===== config.mk =====
export PLATFORM = sky130hd
export DESIGN_NAME = unique_id_fifo_queue_flat
export DESIGN_NICKNAME = d
export VERILOG_FILES = /design/src/hw/rtl/uidq_pkg.sv /design/src/hw/rtl/uidq_ifs.sv /design/src/hw/rtl/uidq_cell.sv /design/src/hw/rtl/unique_id_fifo_queue.sv /design/src/flat_wrapper.sv
export VERILOG_INCLUDE_DIRS = /design/src /design/src/hw/rtl
export SDC_FILE = /design/constraint.sdc
export NUM_CORES = 2
export LEC_CHECK = 0
export ABC_AREA = 0
export BUFFER_PORTS_ARGS = -buffer_cell sky130_fd_sc_hd__buf_4
export CAP_MARGIN = 40
export CORE_MARGIN = 4
export CORE_UTILIZATION = 65
export DETAILED_ROUTE_END_ITERATION = 10
export GPL_TIMING_DRIVEN = 0
export PLACE_DENSITY = 0.82
export REMOVE_ABC_BUFFERS = 1
export SLEW_MARGIN = 20
export SYNTH_ARGS = -nofsm -noshare
export SYNTH_HDL_FRONTEND = slang
export SYNTH_SLANG_ARGS = --single-unit

===== constraint.sdc =====
create_clock -name clk -period 20 [get_ports clk]
set_clock_uncertainty 0.1 [all_clocks]
set_input_delay 1 -clock clk [delete_from_list [all_inputs] [get_ports clk]]
set_output_delay 1 -clock clk [all_outputs]
set_load 0.01 [all_outputs]

===== src/hw/rtl/assert_macros.svh =====
// assert_macros.svh: assertion shorthands for the uidq RTL.
// Included by files that carry concurrent assertions; needs clk and rst in scope.
`ifndef ASSERT_MACROS_SVH
`define ASSERT_MACROS_SVH

// Checked on every rising clk edge, suspended while rst is high.
`define UIDQ_ASSERT(lbl, prop, msg) \
  lbl: assert property (@(posedge clk) disable iff (rst) (prop)) else $error(msg);

// Checked on every rising clk edge, including during reset.
`define UIDQ_ASSERT_ALWAYS(lbl, prop, msg) \
  lbl: assert property (@(posedge clk) (prop)) else $error(msg);

`endif


===== src/hw/rtl/uidq_pkg.sv =====
// uidq_pkg: shared types and constants of the unique-id FIFO queue.
// No dependencies; used by the cell and the top level.
package uidq_pkg;

  localparam int UIDQ_DEPTH = 16;

  typedef enum logic [1:0] {
    CMD_ADD    = 2'd0,
    CMD_SERVE  = 2'd1,
    CMD_PEEK   = 2'd2,
    CMD_SEARCH = 2'd3
  } cmd_t;

  typedef enum logic [2:0] {
    STAT_DONE      = 3'd0,
    STAT_DUPLICATE = 3'd1,
    STAT_FULL      = 3'd2,
    STAT_EMPTY     = 3'd3,
    STAT_FOUND     = 3'd4,
    STAT_NOT_FOUND = 3'd5
  } status_t;

  // Search token that walks the chain, one cell per cycle
  typedef struct packed {
    logic        valid;
    logic        hit;
    logic [31:0] tag;
  } tok_t;

  // Broadcast controls from the sequencer to every cell
  typedef struct packed {
    logic shift;  // serve: every cell takes its right neighbor's entry
    logic load;   // add commit: the cell at slot == count takes the new entry
  } cell_ctl_t;

endpackage


===== src/hw/rtl/uidq_ifs.sv =====
// uidq_ifs: valid/ready channel interfaces for commands and results.
// Depends on nothing; the payload fields follow the queue's item formats.
interface uidq_cmd_if;
  logic               valid;
  logic               ready;
  logic [1:0]         command;
  logic signed [31:0] ticket_id;
  logic [31:0]        ticket_tag;

  modport source(output valid, command, ticket_id, ticket_tag, input ready);
  modport sink(input valid, command, ticket_id, ticket_tag, output ready);
endinterface

interface uidq_res_if;
  logic               valid;
  logic               ready;
  logic [2:0]         status;
  logic signed [31:0] result_id;
  logic [31:0]        result_tag;
  logic [4:0]         occupancy;

  modport source(output valid, status, result_id, result_tag, occupancy, input ready);
  modport sink(input valid, status, result_id, result_tag, occupancy, output ready);
endinterface


===== src/hw/rtl/uidq_cell.sv =====
// uidq_cell: one queue slot plus one stage of the search token path.
// Depends on uidq_pkg (tok_t, cell_ctl_t).
module uidq_cell
  import uidq_pkg::*;
#(
  parameter int INDEX = 0,
  parameter int CNT_W = 5
) (
  input  logic               clk,
  input  logic               rst,
  input  cell_ctl_t          ctl,
  input  logic [CNT_W-1:0]   count,
  input  logic signed [31:0] qid,
  input  logic [31:0]        qtag,
  input  logic signed [31:0] nbr_id,
  input  logic [31:0]        nbr_tag,
  input  tok_t               tok_in,
  output tok_t               tok_out,
  output logic signed [31:0] id,
  output logic [31:0]        tag
);

  logic        live;
  logic        hit_here;
  logic        tok_vld;
  logic        tok_hit;
  logic [31:0] tok_tag;

  // Slot holds a queued entry when it lies below the fill count
  assign live     = count > CNT_W'(INDEX);
  assign hit_here = tok_in.valid && live && (id == qid);

  // Entry storage: shift toward the head on serve, load at the tail on add
  always_ff @(posedge clk) begin
    if (ctl.shift) begin
      id  <= nbr_id;
      tag <= nbr_tag;
    end else if (ctl.load && (count == CNT_W'(INDEX))) begin
      id  <= qid;
      tag <= qtag;
    end
  end

  // Token stage: valid is control, hit and tag are payload
  always_ff @(posedge clk) begin
    if (rst) begin
      tok_vld <= 1'b0;
    end else begin
      tok_vld <= tok_in.valid;
    end
  end

  always_ff @(posedge clk) begin
    tok_hit <= tok_in.hit | hit_here;
    tok_tag <= tok_in.hit ? tok_in.tag : tag;
  end

  assign tok_out = '{valid: tok_vld, hit: tok_hit, tag: tok_tag};

endmodule


===== src/hw/rtl/unique_id_fifo_queue.sv =====
// unique_id_fifo_queue: top level, command sequencer, cell chain and result register.
// Depends on uidq_pkg, uidq_ifs (uidq_cmd_if, uidq_res_if), uidq_cell, assert_macros.svh.
`include "assert_macros.svh"

// FIFO queue of (id, tag) entries that refuses duplicate ids. Entries sit in a
// row of QUEUE_DEPTH cells, oldest in cell 0; a serve shifts every cell one
// place toward the head. Serve and peek read cell 0 and load the result
// register at the edge that accepts the command, so the result is offered in the
// cycle after acceptance. Add and search send a token down the cell row, one
// cell per cycle, collecting the id match. The token passes the inject register
// and the token stage of every cell; the sequencer then latches the outcome in
// the pending registers and moves it to the result register once that is free,
// so a longer cell row or a stalled response delays the result. One command is
// in work at a time; a new command is accepted when the sequencer is idle and
// the result register is empty or being read. No clearing pass after reset.
module unique_id_fifo_queue
  import uidq_pkg::*;
#(
  parameter int QUEUE_DEPTH = UIDQ_DEPTH
) (
  input  logic       clk,
  input  logic       rst,
  uidq_cmd_if.sink   request,
  uidq_res_if.source response
);

  localparam int CNT_W = $clog2(QUEUE_DEPTH + 1);

  typedef enum logic [2:0] {
    ST_IDLE = 3'b001,
    ST_SCAN = 3'b010,
    ST_RESP = 3'b100
  } state_t;

  state_t             state;
  logic [CNT_W-1:0]   count;
  logic [CNT_W-1:0]   count_next;
  logic               inject;
  logic               qadd;
  logic signed [31:0] qid;
  logic [31:0]        qtag;
  status_t            pend_status;
  logic signed [31:0] pend_id;
  logic [31:0]        pend_tag;
  logic               out_valid;
  status_t            out_status;
  logic signed [31:0] out_id;
  logic [31:0]        out_tag;
  logic [4:0]         out_occ;
  logic               out_load;
  logic               accept;
  logic               is_scan_cmd;
  logic               full;
  logic               out_free;
  logic [31:0]        cnt_ext;
  logic [31:0]        cnt_next_ext;
  cell_ctl_t          ctl;
  tok_t               chain [QUEUE_DEPTH+1];
  logic signed [31:0] cell_id [QUEUE_DEPTH];
  logic [31:0]        cell_tag [QUEUE_DEPTH];

  // Handshake
  assign out_free       = !out_valid || response.ready;
  assign request.ready  = (state == ST_IDLE) && out_free;
  assign accept         = request.valid && request.ready;
  assign is_scan_cmd    = (request.command == CMD_ADD) || (request.command == CMD_SEARCH);
  assign full           = count == CNT_W'(QUEUE_DEPTH);

  // Result register takes a new item on a serve or peek, or when a scan result is sent
  assign out_load = (accept && !is_scan_cmd) || ((state == ST_RESP) && out_free);

  // Cell controls
  assign ctl.shift = accept && (request.command == CMD_SERVE) && (count != '0);
  assign ctl.load  = (state == ST_SCAN) && chain[QUEUE_DEPTH].valid && qadd &&
                     !chain[QUEUE_DEPTH].hit && !full;

  always_comb begin
    count_next = count;
    if (ctl.shift) begin
      count_next = count - CNT_W'(1);
    end else if (ctl.load) begin
      count_next = count + CNT_W'(1);
    end
  end

  // Occupancy is the count cut to the result field's five bits
  assign cnt_ext      = 32'(count);
  assign cnt_next_ext = 32'(count_next);

  // Token enters cell 0 in the cycle after an add or search is accepted
  assign chain[0] = '{valid: inject, hit: 1'b0, tag: 32'd0};

  // Cell row
  for (genvar i = 0; i < QUEUE_DEPTH; i++) begin : g_cell
    logic signed [31:0] nbr_id;
    logic [31:0]        nbr_tag;

    if (i < QUEUE_DEPTH - 1) begin : g_mid
      assign nbr_id  = cell_id[i+1];
      assign nbr_tag = cell_tag[i+1];
    end else begin : g_last
      assign nbr_id  = cell_id[i];
      assign nbr_tag = cell_tag[i];
    end

    uidq_cell #(
      .INDEX(i),
      .CNT_W(CNT_W)
    ) u_cell (
      .clk     (clk),
      .rst     (rst),
      .ctl     (ctl),
      .count   (count),
      .qid     (qid),
      .qtag    (qtag),
      .nbr_id  (nbr_id),
      .nbr_tag (nbr_tag),
      .tok_in  (chain[i]),
      .tok_out (chain[i+1]),
      .id      (cell_id[i]),
      .tag     (cell_tag[i])
    );
  end

  // Sequencer and result register
  always_ff @(posedge clk) begin
    if (rst) begin
      state     <= ST_IDLE;
      count     <= '0;
      inject    <= 1'b0;
      out_valid <= 1'b0;
    end else begin
      count  <= count_next;
      inject <= accept && is_scan_cmd;
      if (out_load) begin
        out_valid <= 1'b1;
      end else if (response.ready) begin
        out_valid <= 1'b0;
      end
      case (state)
        ST_IDLE: begin
          if (accept) begin
            if (is_scan_cmd) begin
              qid    <= request.ticket_id;
              qtag   <= request.ticket_tag;
              qadd   <= request.command == CMD_ADD;
              state  <= ST_SCAN;
            end else begin
              out_occ   <= cnt_next_ext[4:0];
              if (count == '0) begin
                out_status <= STAT_EMPTY;
                out_id     <= '0;
                out_tag    <= '0;
              end else begin
                out_status <= STAT_DONE;
                out_id     <= cell_id[0];
                out_tag    <= cell_tag[0];
              end
            end
          end
        end
        ST_SCAN: begin
          if (chain[QUEUE_DEPTH].valid) begin
            state <= ST_RESP;
            if (qadd) begin
              pend_id  <= '0;
              pend_tag <= '0;
              if (chain[QUEUE_DEPTH].hit) begin
                pend_status <= STAT_DUPLICATE;
              end else if (full) begin
                pend_status <= STAT_FULL;
              end else begin
                pend_status <= STAT_DONE;
              end
            end else if (chain[QUEUE_DEPTH].hit) begin
              pend_status <= STAT_FOUND;
              pend_id     <= qid;
              pend_tag    <= chain[QUEUE_DEPTH].tag;
            end else begin
              pend_status <= STAT_NOT_FOUND;
              pend_id     <= '0;
              pend_tag    <= '0;
            end
          end
        end
        ST_RESP: begin
          if (out_free) begin
            out_status <= pend_status;
            out_id     <= pend_id;
            out_tag    <= pend_tag;
            out_occ    <= cnt_ext[4:0];
            state      <= ST_IDLE;
          end
        end
        default: begin
          state <= ST_IDLE;
        end
      endcase
    end
  end

  assign response.valid      = out_valid;
  assign response.status     = out_status;
  assign response.result_id  = out_id;
  assign response.result_tag = out_tag;
  assign response.occupancy  = out_occ;

  // Checks
  `UIDQ_ASSERT(a_count_bound, count <= CNT_W'(QUEUE_DEPTH), "entry count above depth")
  `UIDQ_ASSERT(a_tok_in_scan, chain[QUEUE_DEPTH].valid |-> state == ST_SCAN, "token outside scan")
  `UIDQ_ASSERT(a_serve_dec, ctl.shift |=> count == $past(count) - CNT_W'(1), "serve miscount")
  `UIDQ_ASSERT(a_add_inc, ctl.load |=> count == $past(count) + CNT_W'(1), "add miscount")
  `UIDQ_ASSERT(a_no_both, !(ctl.shift && ctl.load), "shift and load together")

endmodule

===== src/flat_wrapper.sv =====
// flat-port wrapper written by rule: the top's interface ports become plain ports
module unique_id_fifo_queue_flat import uidq_pkg::*;
#(
  parameter int QUEUE_DEPTH = UIDQ_DEPTH
)
  (clk, rst, request_valid, request_command, request_ticket_id, request_ticket_tag, request_ready, response_valid, response_status, response_result_id, response_result_tag, response_occupancy, response_ready);
  uidq_cmd_if request_i ();
  uidq_res_if response_i ();
  input  logic clk;
  input  logic rst;
  input wire logic [$bits(request_i.valid)-1:0] request_valid;
  input wire logic [$bits(request_i.command)-1:0] request_command;
  input wire logic [$bits(request_i.ticket_id)-1:0] request_ticket_id;
  input wire logic [$bits(request_i.ticket_tag)-1:0] request_ticket_tag;
  output wire logic [$bits(request_i.ready)-1:0] request_ready;
  output wire logic [$bits(response_i.valid)-1:0] response_valid;
  output wire logic [$bits(response_i.status)-1:0] response_status;
  output wire logic [$bits(response_i.result_id)-1:0] response_result_id;
  output wire logic [$bits(response_i.result_tag)-1:0] response_result_tag;
  output wire logic [$bits(response_i.occupancy)-1:0] response_occupancy;
  input wire logic [$bits(response_i.ready)-1:0] response_ready;
  assign request_i.valid = request_valid;
  assign request_i.command = request_command;
  assign request_i.ticket_id = request_ticket_id;
  assign request_i.ticket_tag = request_ticket_tag;
  assign request_ready = request_i.ready;
  assign response_valid = response_i.valid;
  assign response_status = response_i.status;
  assign response_result_id = response_i.result_id;
  assign response_result_tag = response_i.result_tag;
  assign response_occupancy = response_i.occupancy;
  assign response_i.ready = response_ready;
  unique_id_fifo_queue #(.QUEUE_DEPTH(QUEUE_DEPTH)) u_core (.clk(clk), .rst(rst), .request(request_i), .response(response_i));
endmodule

Word level (Yosys, flattened, before mapping)

Cells that the tools add are included.

Bitwise logic cells: 18
Equal/unequal tests: 42
Add/subtract/negate cells: 2
$lt $le $gt $ge: 16
Reductions and logical operators: 92
Muxes and demuxes: 107

Operators by type and width:

| kind                                                                  | number |
|---|---|
| 32-bit 2-to-1 mux                                                     | 83 |
| 32-bit equality test                                                  | 16 |
| 32-bit one-hot mux with 2 select lines                                | 2 |
| 1-bit logical AND                                                     | 59 |
| 5-bit by 4-bit equality test with 1-bit output, second input constant | 8 |
| 5-bit by 4-bit > comparator with 1-bit output, second input constant  | 8 |
| 2-bit nonzero test                                                    | 17 |
| 3-bit 2-to-1 mux                                                      | 9 |
| 5-bit 2-to-1 mux                                                      | 5 |
| 5-bit by 3-bit equality test with 1-bit output, second input constant | 4 |
| 5-bit by 3-bit > comparator with 1-bit output, second input constant  | 4 |
| 1-bit bitwise OR                                                      | 15 |
| 5-bit by 2-bit equality test with 1-bit output, second input constant | 2 |
| 5-bit by 1-bit > comparator with 1-bit output, second input constant  | 2 |
| 5-bit by 2-bit > comparator with 1-bit output, second input constant  | 2 |
| 5-bit one-hot mux with 2 select lines                                 | 1 |
| 3-bit one-hot mux with 3 select lines                                 | 1 |
| 4-bit AND reduction                                                   | 2 |
| 2-bit by 1-bit != test with 1-bit output, second input constant       | 3 |
| 3-bit one-hot mux with 2 select lines                                 | 1 |
| 5-bit by 1-bit adder with 5-bit output, second input constant         | 1 |
| 5-bit by 1-bit equality test with 1-bit output, second input constant | 1 |
| 5-bit equality test, second input constant                            | 1 |
| 5-bit zero test                                                       | 1 |
| 18 further kinds                                                      | 29 |

Input bits: 70
Output and inout port bits: 74
Logic and storage cells: 371
Flip-flop bits (word level): 1782

Logic depth before layout (Yosys ltp)

Word-level depth: 10
Gate-level depth with buffers: 13
Gate-level depth less buffers: 7

Modules after synthesis

From an unflattened synthesis, not the netlist that was laid out.

Cell total of the unflattened synthesis: 4570
Area, all modules: 74527.7 um^2

By module, submodules not included:

| module                                    | seq. area each (um^2) | instances | cells each | area an instance (um^2) |
|---|---|---|---|---|
| uidq_cell at u_core.g_cell[12].u_cell ... | 2602.5                | 2         | 257        | 4154.0 |
| uidq_cell at u_core.g_cell[0].u_cell ...  | 2602.5                | 2         | 255        | 4144.0 |
| unique_id_fifo_queue                      | 6326.1                | 1         | 456        | 8046.5 |
| uidq_cell at u_core.g_cell[11].u_cell     | 2602.5                | 1         | 270        | 4177.8 |
| uidq_cell at u_core.g_cell[2].u_cell      | 2602.5                | 1         | 260        | 4170.2 |
| uidq_cell at u_core.g_cell[10].u_cell     | 2602.5                | 1         | 257        | 4164.0 |
| uidq_cell at u_core.g_cell[6].u_cell      | 2602.5                | 1         | 257        | 4161.5 |
| uidq_cell at u_core.g_cell[4].u_cell      | 2602.5                | 1         | 257        | 4156.5 |
| uidq_cell at u_core.g_cell[14].u_cell     | 2602.5                | 1         | 255        | 4155.2 |
| uidq_cell at u_core.g_cell[5].u_cell      | 2602.5                | 1         | 256        | 4155.2 |
| uidq_cell at u_core.g_cell[8].u_cell      | 2602.5                | 1         | 256        | 4152.7 |
| uidq_cell at u_core.g_cell[3].u_cell      | 2602.5                | 1         | 255        | 4150.2 |
| uidq_cell at u_core.g_cell[7].u_cell      | 2602.5                | 1         | 256        | 4149.0 |
| uidq_cell at u_core.g_cell[15].u_cell     | 2602.5                | 1         | 254        | 4146.5 |
| uidq_cell at u_core.g_cell[9].u_cell      | 2602.5                | 1         | 257        | 4146.5 |

Least setup slack after synthesis

No wires, ideal clock.

Path type: in2reg
Start: input rst
End: register u_core.out_occ[0], in the netlist u_core.response.occupancy[0] (enable)
Buffers on the path: 2
Stages: 3
Data arrival time: 8331 ps
Slack: 10889 ps
Setup time: 680 ps
Required time: 19220 ps
Cell sequence: clkbuf_1 > buf_1 > nor4_1

Word-level cells in the longest chain between the ends: 2

Ends and longest elaborated chain:

| item                          | line                        | RTL |
|---|---|---|
| start, declared               | flat_wrapper.sv:10          | `input logic rst;` |
| 1-bit NOT (no line)           | n/a                         |  |
| 5-bit AND reduction (no line) | n/a                         |  |
| end signal, assigned          | unique_id_fifo_queue.sv:149 | `out_occ <= cnt_next_ext[4:0];` |
| end signal, assigned          | unique_id_fifo_queue.sv:191 | `out_occ <= cnt_ext[4:0];` |
| end, declared                 | unique_id_fifo_queue.sv:49  | `logic [4:0] out_occ;` |

Every way passes these cells.
A chain may end at the register's enable or synchronous reset.

Worst setup path after layout

Start: register u_core.count[1]
End: register u_core.g_cell[5].u_cell.tag[20] (data pin)

Word-level cells in the longest chain between the ends: 3

Ends and longest elaborated chain:

| item                   | line                        | RTL |
|---|---|---|
| start, declared        | unique_id_fifo_queue.sv:36  | `logic [CNT_W-1:0] count;` |
| start signal, assigned | unique_id_fifo_queue.sv:133 | `count <= count_next;` |
| 5-bit nonzero test     | unique_id_fifo_queue.sv:73  | `assign ctl.shift = accept && (request.command == CMD_SERVE) && (count != '0);` |
| 1-bit logical AND      | unique_id_fifo_queue.sv:73  |  |
| 32-bit 2-to-1 mux      | uidq_cell.sv:35             | `if (ctl.shift) begin` |
| end signal, assigned   | uidq_cell.sv:37             | `tag <= nbr_tag;` |
| end signal, assigned   | uidq_cell.sv:40             | `tag <= qtag;` |
| end, declared          | uidq_cell.sv:20             | `output logic [31:0] tag` |

Every way passes these cells.

==> flow_summary_export.csv <==
group,metric,value,unit
run_status,status,"complete, no violations",
pwr,power_density,99.0,nW/um2
min_path,hold_end,"u_core.g_cell[0].u_cell.tok_tag[23]",
grt,grt_pass1_wl,263,mm
timing,rsz0062_at_grt,"false",
worst_setup_path,reg2reg_to,"u_core.g_cell[5].u_cell.tag[20]",
worst_setup_path,reg2reg_from,"u_core.count[1]",
routing,routedWlPerCell,27.5,um
cts,cts_tree,"yes",
worst_setup_path,crit_path_start_kind,"flop",
logic_synthesis,seq_area_frac_synth,67.3,%
placed_design,dpl.hpwl,118,mm
timing,worst_slack,15.95,ns
timing,clock.fmax,247,MHz
logic_synthesis,yosysTopAreaCellShare,51.8,%
logic_synthesis,ys_seq_elements,1782,
finish,area_delta_synth_final,13.7,%
cts,post_cts_buffers,0,
cts,root_buffer,"clkbuf_16",
placed_design,globalplace.congestion,0.874,
logic_synthesis,netlist_instances,4827,
cts,insertion_delay,0.78,ns
cts,cts_buffers,169,
worst_setup_path,endpoint_kind,"flop",
logic_synthesis,synth_cell_types,58,
routing,first_iter_violations,4270,
finish,drive_above_1_share,21.6,%
cts,path_clk_slew,0.06,ns
cts,clockBufferDepth,3,
timing,worst_hold_slack,0.271,ns
routing,drt-total-wl,178,mm
floorplanning,coreArea,109000,um2
finish,final_core_util,74.4,%
routing,drcViolationCount,0,
logic_synthesis,postSynth.asyncResetShare,0,%
min_path,hold_class,"flop to flop",
worst_setup_path,cp_cell_sequence,"inv_1 -> ha_1 -> or4b_4 -> nand2_4 -> nor2_4 -> buf_16 -> buf_16 -> buf_16 -> buf_12 -> buf_12 -> buf_12 -> buf_12 -> a21o_1",
logic_synthesis,yosys_warnings,0,
pwr,leakagePower,32.7,nW
routing,num_vias,41100,
timing,relSlewSlack,40.2,%
worst_setup_path,cpMostUsedCell,"buf_12",
logic_synthesis,yosys.area.top_type,"edfxtp_1",
cts,h-tree-depth,4,
timing,min_period,4.05,ns
finish,fin_nets,4981,
worst_setup_path,cp.arrival,4.60,ns
finish,finalNonFillerCells,6463,
routing,ant_nets,0,
worst_setup_path,reg2reg_depth,13,
grt,grt_use_total,30.5,%
worst_setup_path,r2r_slack,15.95,ns
worst_setup_path,crit_type,"flop to flop",
cts,cts_sinks,1782,
floorplanning,die_area,115000,um2
worst_setup_path,critPathSlowestCell,"dfxtp_1",
grt,grt_max_degree,56,
timing,hold_viol,0,
placed_design,dpl.cell_count,6140,
placed_design,placed_cell_area,75400,um2
cts,hold_buffers,0,
worst_setup_path,worst_ep_required_time,20.55,ns
timing,drv_slew,0,
min_path,hp-start,"u_core.g_cell[0].u_cell.tag[23]",
logic_synthesis,ys_top_cells_by_count,"edfxtp_1 (1228), a21o_1 (960), dfxtp_1 (554)",
flow_run,cap_violations,0,
grt,grt_pass1_vias,42000,
logic_synthesis,synthesis.area,71200,um2
routing,viasPerCell,6.36,
timing,worst_pin_slew,0.896,ns
routing,drt-pass1-iter-count,5,
timing,finalCritPeriodShare,20.2,%
cts,cts_resized,0,
floorplanning,start_util,65.4,%
min_path,worstHoldPathCells,0,
logic_synthesis,synth_area_leaders,"edfxtp_1 (52%), dfxtp_1 (16%), a21o_1 (10%)",
logic_synthesis,ys.flop_type,"edfxtp_1",
worst_setup_path,critPathMaxStageDelay,0.61,ns
floorplanning,fp-row-count,121,
pwr,peakVddDrop,0.0794,mV
finish,postLayoutCellArea,81000,um2
floorplanning,die_width,339,um
placed_design,numPortBuffers,143,
logic_synthesis,synth-edff-count,1228,
grt,grt.overflow.total,0,
floorplanning,ioPinCount,144,
worst_setup_path,crit_fanout,35,
floorplanning,die_y,339,um
logic_synthesis,avgSynthCellArea,14.8,um2
placed_design,place_ws,15.67,ns
timing,final-setup-viol-count,0,
grt,antenna_found_initial,2,
logic_synthesis,synth.most_common_cell,"edfxtp_1",
placed cells by master, fill, tap and decap left out, types with 4 or more instances in the layout:
master	count
o21ai_0	9
clkinv_1	17
buf_16	69
o21ai_4	12
nand2_1	151
inv_1	15
nand4_1	55
nand2b_1	4
edfxtp_1	1228
a21o_1	960
clkinv_2	25
inv_6	5
ha_1	9
xnor2_1	187
nand3_1	77
nor2b_1	22
buf_2	11
nor3_1	20
nor4_1	82
bufinv_16	9
clkbuf_8	30
dfxtp_1	539
nand2_4	4
buf_8	36
a41o_1	12
a211oi_1	4
and2_1	129
buf_4	154
clkbuf_1	51
a2111oi_0	5
buf_12	38
a31oi_1	4
xor2_1	323
clkbuf_16	172
nor2_1	20
clkinv_8	5
a21oi_1	10
dfxtp_4	15
mux2_2	480
layer usage:
metal / track usage [%] / share of wire [%] / up-vias
met2: 50.6 / 49 / 2024
met1: 39.6 / 38 / 20900
li1: - / - / 17800
met3: 4.71 / 7.6 / 418
met4: 15.2 / 5.3 / 2
met5: 0 / 0.0068 / -
critical path, delay by kind of cell (launching register included):
| family | cells | cell delay [ns] |
|---|---|---|
| buf+inv | 8 | 1.72 |
| simple gates | 3 | 0.97 |
| flops | 1 | 0.61 |
| compound gates | 1 | 0.16 |
| fa+ha+maj | 1 | 0.28 |
logic make-up (layout without fill, tap and decap cells):
group,Yosys count,in the layout,share of synthesized area (%)
compound gates,1033,1033,10.9
xor+xnor,510,510,6.27
fa+ha+maj,10,10,0.176
buf+inv,423,644,3.31
flops,1782,1782,67.3
mux,481,481,7.61
other cells,0,1,0
simple gates,588,588,4.45
metrics by stage:
stage	power, W	setup TNS [ns]
after detailed placement	0.00486	0
after CTS	0.00803	0
after global routing	0.00824	0
after global placement	0.00484	-
after floorplan	0.00460	-915.75
final	0.00802	0
how the worst max path moves through the flow:
| stage | startpoint | cells after the start | end |
|---|---|---|---|
| 2_1_floorplan | u_core.count[1] | 7 | u_core.g_cell[0].u_cell.id[0] |
| 3_3_place_gp | u_core.count[1] | 7 | u_core.g_cell[0].u_cell.id[0] |
| 3_5_place_dp | request_command[1] | 12 | u_core.response.result_id[20] |
| 4_1_cts | u_core.count[1] | 13 | u_core.g_cell[11].u_cell.tag[3] |
| 5_1_grt | u_core.count[1] | 13 | u_core.g_cell[12].u_cell.tag[3] |
| 6_report | u_core.count[1] | 13 | u_core.g_cell[5].u_cell.tag[20] |
sequential cells by signal, indices dropped and copies added, names as in the netlist:
register / cells
u_core.response.status: 3
u_core.response.occupancy: 5
u_core.pend_status: 3
u_core.g_cell.u_cell.tok_hit: 16
u_core.g_cell.u_cell.id: 512
u_core.g_cell.u_cell.tok_vld: 16
u_core.g_cell.u_cell.tag: 512
u_core.inject: 1
u_core.qid: 32
u_core.response.result_id: 32
u_core.state: 3
u_core.pend_tag: 32
u_core.response.valid: 1
u_core.response.result_tag: 32
u_core.qtag: 32
u_core.g_cell.u_cell.tok_tag: 512
u_core.qadd: 1
u_core.count: 5
u_core.pend_id: 32
power by group:
| group | total [W] | switching [W] | internal [W] |
|---|---|---|---|
| Combinational | 0.000645 | 0.000383 | 0.000262 |
| Clock | 0.00321 | 0.00139 | 0.00182 |
| Sequential | 0.00416 | 0.0000686 | 0.00409 |
| Total | 0.00802 | 0.00184 | 0.00618 |
layout make-up:
type	instances	area, um2
antenna	1	2.50
clock buffer	253	4910
clock inverter	65	673
fill	6234	27800
inverter	15	56.3
multi-input combinational	2622	21100
sequential	1782	48000
tap	1414	1770
timing repair buffer	311	4440
Note: power is estimated with default switching activity, not from simulation.
